## src/q2e_pkg.sv

```systemverilog
// Shared constants, angle table and side-band type for the quaternion to heading core.
`default_nettype none

package q2e_pkg;

    localparam int QUAT_WIDTH_DEF   = 16;
    localparam int CORDIC_STEPS_DEF = 16;
    localparam int FIELD_WIDTH      = 16;
    localparam int NUM_LANES        = 3;
    localparam int ATAN_MAX_STEPS   = 24;
    localparam int ANG_WIDTH        = 34;
    localparam int XY_WIDTH         = 33;
    localparam int DEG_WIDTH        = 18;
    localparam int ROOT_WIDTH       = 61;
    localparam int SIN_WIDTH        = 32;
    localparam int SQRT_CELLS       = 31;
    localparam int NORM_TOP         = 28;
    localparam int NORM_CELLS       = 6;
    localparam int DEG_SCALE        = 36000;
    localparam int ROLL_LIM         = 18000;
    localparam int PITCH_LIM        = 9000;
    localparam int FULL_TURN_CD     = 36000;

    localparam logic signed [ANG_WIDTH-1:0] HALF_TURN    = 34'sd2147483648;
    localparam logic signed [ANG_WIDTH-1:0] QUARTER_TURN = 34'sd1073741824;

    localparam logic [31:0] ATAN_TAB [ATAN_MAX_STEPS] = '{
        32'd536870912, 32'd316933406, 32'd167458907, 32'd85004756,
        32'd42667331,  32'd21354465,  32'd10679838,  32'd5340245,
        32'd2670163,   32'd1335087,   32'd667544,    32'd333772,
        32'd166886,    32'd83443,     32'd41722,     32'd20861,
        32'd10430,     32'd5215,      32'd2608,      32'd1304,
        32'd652,       32'd326,       32'd163,       32'd81
    };

    typedef struct packed {
        logic                         fix;
        logic signed [ANG_WIDTH-1:0]  base;
    } q2e_ang_t;

endpackage

`default_nettype wire

```

## src/q2e_sqrt_cell.sv

```systemverilog
// One digit cell of the pipelined integer square root, with payload carried alongside.
`default_nettype none

module q2e_sqrt_cell #(
    parameter int BIT_POS = 60,
    parameter int PLW     = 8
) (
    input  wire logic                              aclk,
    input  wire logic                              aresetn,
    input  wire logic                              i_valid,
    output logic                                   i_ready,
    input  wire logic [q2e_pkg::ROOT_WIDTH-1:0]    i_rem,
    input  wire logic [q2e_pkg::ROOT_WIDTH-1:0]    i_root,
    input  wire logic [PLW-1:0]                    i_pl,
    output logic                                   o_valid,
    input  wire logic                              o_ready,
    output logic [q2e_pkg::ROOT_WIDTH-1:0]         o_rem,
    output logic [q2e_pkg::ROOT_WIDTH-1:0]         o_root,
    output logic [PLW-1:0]                         o_pl
);
    import q2e_pkg::*;

    localparam logic [ROOT_WIDTH-1:0] BITV = ROOT_WIDTH'(1) << BIT_POS;

    logic                  valid_reg;
    logic [ROOT_WIDTH-1:0] rem_reg, rem_next;
    logic [ROOT_WIDTH-1:0] root_reg, root_next;
    logic [PLW-1:0]        pl_reg;
    logic [ROOT_WIDTH-1:0] trial;

    assign i_ready = !valid_reg || o_ready;
    assign trial   = i_root + BITV;

    always_comb begin
        if (i_rem >= trial) begin
            rem_next  = i_rem - trial;
            root_next = (i_root >> 1) + BITV;
        end else begin
            rem_next  = i_rem;
            root_next = i_root >> 1;
        end
    end

    always_ff @(posedge aclk) begin
        if (!aresetn) begin
            valid_reg <= 1'b0;
        end else if (i_ready) begin
            valid_reg <= i_valid;
        end
    end

    always_ff @(posedge aclk) begin
        if (i_ready && i_valid) begin
            rem_reg  <= rem_next;
            root_reg <= root_next;
            pl_reg   <= i_pl;
        end
    end

    assign o_valid = valid_reg;
    assign o_rem   = rem_reg;
    assign o_root  = root_reg;
    assign o_pl    = pl_reg;

endmodule

`default_nettype wire

```

## config.mk

```make
export PLATFORM = sky130hd
export DESIGN_NAME = q2e_sqrt_cell
export DESIGN_NICKNAME = d
export VERILOG_FILES = /design/src/q2e_pkg.sv /design/src/q2e_sqrt_cell.sv
export SDC_FILE = /design/constraint.sdc
export NUM_CORES = 1
export LEC_CHECK = 0
export ABC_AREA = 1
export ABC_CLOCK_PERIOD_IN_PS = 21200
export BUFFER_PORTS_ARGS = -buffer_cell sky130_fd_sc_hd__buf_2
export CAP_MARGIN = 20
export CORE_MARGIN = 3
export CORE_UTILIZATION = 25
export DETAILED_ROUTE_END_ITERATION = 16
export GPL_ROUTABILITY_DRIVEN = 0
export PLACE_DENSITY_LB_ADDON = 0.3
export SLEW_MARGIN = 20
export SYNTH_ARGS = -nofsm -noshare
export SYNTH_HDL_FRONTEND = slang
export SYNTH_SLANG_ARGS = --single-unit
export TNS_END_PERCENT = 20
```

## constraint.sdc

```tcl
create_clock -name aclk -period 21.2 [get_ports aclk]
set_input_delay 2.12 -clock aclk [delete_from_list [all_inputs] [get_ports aclk]]
set_output_delay 2.12 -clock aclk [all_outputs]
set_load 0.02 [all_outputs]
```

After elaboration in Yosys (flattened, before gate mapping)

Index checks and enable logic that the tools add are counted.

$add $sub $neg: 3
Order comparisons: 1
Multiplexer cells: 2
Reduce and logical (&&, ||, !) cells: 3

Operator list:

| cell                   | number |
|---|---|
| $add 60x61->61 const B | 1 |
| $add 61x61->61 const B | 1 |
| $ge 61x61->1           | 1 |
| $mux 61                | 1 |
| $sub 61x61->61         | 1 |
| $mux 60                | 1 |
| $logic_and 1x1->1      | 1 |
| $logic_not 1->1        | 1 |
| $logic_or 1x1->1       | 1 |

Register bits after elaboration: 131
Input bits: 134
Logic and storage cells: 14

Logic depth before layout (Yosys ltp)

Word-level depth: 3
Gate-level depth with buffers: 17
Depth with buffers taken out: 17

Least setup slack after synthesis

OpenSTA, ideal clock, no wires.

Path type: in2reg
From: input i_valid
To: register pl_reg[0], in the netlist o_pl[0] (enable)
Library setup time: 0.662 ns
Arrival time: 8.416 ns
Data required time: 20.538 ns
Setup slack: 12.121 ns
Cell stages on the path: 2
Buffers on the path: 0
Cell sequence: inv_1 -> a21oi_1

Longest elaborated chain between the ends: 1

Ends and longest elaborated chain:

| what                 | line                | RTL |
|---|---|---|
| from (decl)          | q2e_sqrt_cell.sv:10 | `input wire logic i_valid,` |
| $logic_and 1x1->1    | q2e_sqrt_cell.sv:53 | `if (i_ready && i_valid) begin` |
| to (signal assigned) | q2e_sqrt_cell.sv:56 | `pl_reg <= i_pl;` |
| to (decl)            | q2e_sqrt_cell.sv:28 | `logic [PLW-1:0] pl_reg;` |

Every way passes these cells.
A chain may end at the register's enable or synchronous reset.

Worst setup path in the final report

From: input i_root[43] in the netlist's numbering
To: register rem_reg[2], in the netlist o_rem[2] (data pin)

Longest elaborated chain between the ends: 3

Ends and longest elaborated chain:

| what                  | line                | RTL |
|---|---|---|
| from (decl)           | q2e_sqrt_cell.sv:13 | `input wire logic [q2e_pkg::ROOT_WIDTH-1:0] i_root,` |
| $add 61x61->61        | q2e_sqrt_cell.sv:32 | `assign trial = i_root + BITV;` |
| $ge 61x61->1          | q2e_sqrt_cell.sv:35 | `if (i_rem >= trial) begin` |
| $mux 61               | q2e_sqrt_cell.sv:35 |  |
| named net rem_next[2] | q2e_sqrt_cell.sv:26 | `logic [ROOT_WIDTH-1:0] rem_reg, rem_next;` |
| to (signal assigned)  | q2e_sqrt_cell.sv:54 | `rem_reg <= rem_next;` |
| to (decl)             | q2e_sqrt_cell.sv:26 |  |

The timed path passes the listed nets, and every way through them passes these cells.

==> summary.md <==
| Metric | Value |
|---|---|
| Status | `completed` |
| VDD IR max | `0.05548 mV` |
| Most common cell after layout, fill and taps aside | `nand2_1` |
| Drt drc | `0` |
| Synthesized area per cell | `roughly 6.7 um^2` |
| Synthesized Nets | `1824` |
| Starting DRT DRC Count | `between 800 and 900` |
| CTS resizes | `0` |
| Crit path required time | `between 20 and 25 ns` |
| Cell Pwr Density | `69.41 nW/um^2` |
| CTS Buffer Depth | `2` |
| Core area | `42420 um^2` |
| Vias in the first global route | `10710` |
| Setup TNS | `0 ns` |
| NumNets Final | `around 2100` |
| Max incr delay on CP | `0.58 ns` |
| Worst Tran Pin Value | `1.020 ns` |
| Grt ovf | `0` |
| Clock power frac | `36.3%` |
| Routed WL | `40360 um` |
| Most frequent CP cell | `nand2_1` |
| Clock latency on the worst-skew pair | `0.46 ns` |
| CTS H-tree depth | `4` |
| GRT Total Usage | `approximately 18%` |
| Crit path launch type | `input pin` |
| Pin count of the biggest net entering global routing | `76` |
| Final Hold Viols | `0` |
| Post-Syn Instances | `about 1600` |
| Vias post-DR | `10880` |
| Detailed Routing Iterations Pass 1 | `7` |
| Worst Path Max Fanout | `37` |
| Most frequent cells in the layout | `nand2_1 (647), inv_1 (367), buf_2 (265)` |
| Initial antenna violation count | `5` |
| Die ar. | `46010 um^2` |
| Global-route wire length before repair | `61510 um` |
| Crit Path Category | `in2reg` |
| Seq/Total Area, Yosys | `36.10%` |
| Setup violators final | `0` |
| Min Tclk post-route | `4.759 ns` |
| Ports | `266` |
| Fin Clk Skew | `0.006465 ns` |
| Slowest CP cell | `buf_4` |
| Sequential fraction of design power | `34.3%` |
| Ys Warns | `0` |
| Synth Cell Area | `10870 um^2` |
| Int Pwr | `619.4 uW` |
| Layout cell share with drive strength beyond 1 | `18.06%` |
| Post-CTS Hold Buffers | `0` |
| Slew headroom | `32.02%` |
| Detail Route Antenna Nets | `0` |
| Root Driver | `clkbuf_16` |
| Routed len/inst | `~16 um` |
| Hold Crit Class | `reg2reg` |
| Area growth, synth to finish | `23.98%` |
| Clock sinks | `131` |
| Synthesized flop and latch total | `131` |
| Worst-path clk slew | `roughly 0.07 ns` |
| DP HPWL | `33360 um` |
| Maxcap violations | `0` |
| Final Hold Slack | `~0.54 ns` |
| Pleak | `0.007537 uW` |
| Combinational fraction of design power | `~29%` |
| Crit path DAT | `between 5 and 6 ns` |
| Setup Fix Bufs, Post-CTS | `0` |
| Crit. End Element | `flop` |
| Average vias per placed instance | `~4.4` |
| CTS tree | `built` |
| Final Slew Violations | `0` |
| Unrepaired setup endpoints after global routing | `false` |
| Die H | `214.5 um` |
| Die Wd | `214.5 um` |
| Switching pwr | `315.9 uW` |
| Period Utilization, post-route | `between 20% and 30%` |
| Initial core utilization | `25.62%` |
| Row cnt | `between 70 and 80` |
| Maximum clock rate | `~210 MHz` |
| Synth unique cells | `35` |
| CTS Buf Count | `17` |
| I/O Buffers | `265` |
| Cells along the critical path | `buf_2, inv_1, ha_1, nand2_1, inv_1, nand2_1, nand2_1, a21oi_1, nand2_1, inv_1, nand3_2, nand2_2, buf_4, nand3_1, nand2_1` |
| Net Sw Frac | `roughly a third` |
==> power groups by stage <==
stage / Clock (uW) / Sequential (uW) / Combinational (uW)
final: 340 / 321 / 275
after global routing: 363 / 323 / 307
after CTS: 355 / 321 / 276
after detailed placement: 0 / 326 / 275
after global placement: 0 / 327 / 274
after floorplan: 0 / 358 / 151
==> synthesized netlist by cell type <==
cell	n	area [um^2]
nand2_1	647	2429
inv_1	367	1378
nand3_1	133	665.6
edfxtp_1	130	3904
nor2_1	97	364.1
ha_1	61	763.2
a21oi_1	44	220.2
xor2_1	28	245.2
nand4_1	17	106.4
nand3_2	12	120.1
buf_6	10	112.6
inv_2	10	37.54
nor3_1	10	50.05
nor2_2	8	50.05
buf_2	7	35.03
nand2_2	6	37.54
o21bai_1	6	45.04
and2_1	5	31.28
nor2_4	5	56.30
nor4_1	4	25.02
o21ai_0	4	20.02
nand3b_1	3	22.52
xnor2_1	2	17.52
a21boi_0	1	7.510
a21o_1	1	7.510
and3_1	1	6.260
clkbuf_1	1	3.750
dfxtp_1	1	20.02
fa_1	1	20.02
nand3_4	1	17.52
nand4_2	1	12.51
nor3_2	1	10.01
nor3_4	1	16.27
o21ai_1	1	5.000
or2_2	1	6.260
==> flip-flops by register name (all words and copies together) (netlist names) <==
signal / count
o_pl: 8
o_rem: 61
o_valid: 1
o_root: 61
==> layout make-up <==
class	count	area, um^2
Multi-Input combinational cell	1102	5394
Tap cell	577	721.9
Timing Repair Buffer	269	1356
Sequential cell	131	3924
Clock buffer	18	429.2
Clock inverter	13	231.5
Inverter	377	1415
Fill cell	4757	28940
Antenna cell	1	2.502
==> final timing paths <==
check	start	endpoint	slack (ns)	depth (start not counted)
max	i_root[43]	o_rem[2]$_DFFE_PP_	16.44	15
min	o_valid$_SDFFE_PN0N_	o_valid$_SDFFE_PN0N_	0.54	2
max reg2reg	o_valid$_SDFFE_PN0N_	o_root[7]$_DFFE_PP_	18.72	3
min reg2reg	o_valid$_SDFFE_PN0N_	o_valid$_SDFFE_PN0N_	0.54	2
==> kinds of logic (layout without fill, tap and decap cells) <==
kind of cell,Yosys count,after routing,share of synthesized area (%)
buffers and inverters,395,677,14.41
AOI/OAI and AO/OA,57,57,2.809
other,0,1,0
DFF,131,131,36.10
and+or+nand+nor,953,953,37.05
adders and majority gates,62,62,7.207
xor gates and xnor gates,30,30,2.418
==> routing by layer <==
metal | GRT usage [%] | wire length, um | vias up
met4 | 7.075 | 1286 | 8
met2 | 27.04 | 17390 | 360
met3 | 5.045 | 2939 | 61
met5 | 0 | 48 | -
li1 | - | - | 5532
met1 | 23.04 | 18700 | 4917
==> metrics by stage <==
stage,area [um^2],instances,utilization [%],power (uW),setup slack [ns]
2_1_floorplan,10870,1628,-,509.3,12.12
3_3_place_gp,12810,2456,30.20,600.6,16.01
3_5_place_dp,12810,2456,30.20,600.8,15.98
4_1_cts,13470,2487,31.76,952.1,16.52
5_1_grt,13470,2487,31.76,993.5,16.23
6_report,13470,2488,31.77,935.3,16.44
==> critical path, delay by kind of cell <==
family / cells / cell delay, ns
AOI/OAI and AO/OA: 1 / 0.21
adders and majority gates: 1 / 0.37
buffers and inverters: 5 / 0.91
and+or+nand+nor: 8 / 1.43
No activity file was read; power rests on OpenSTA's default activity.
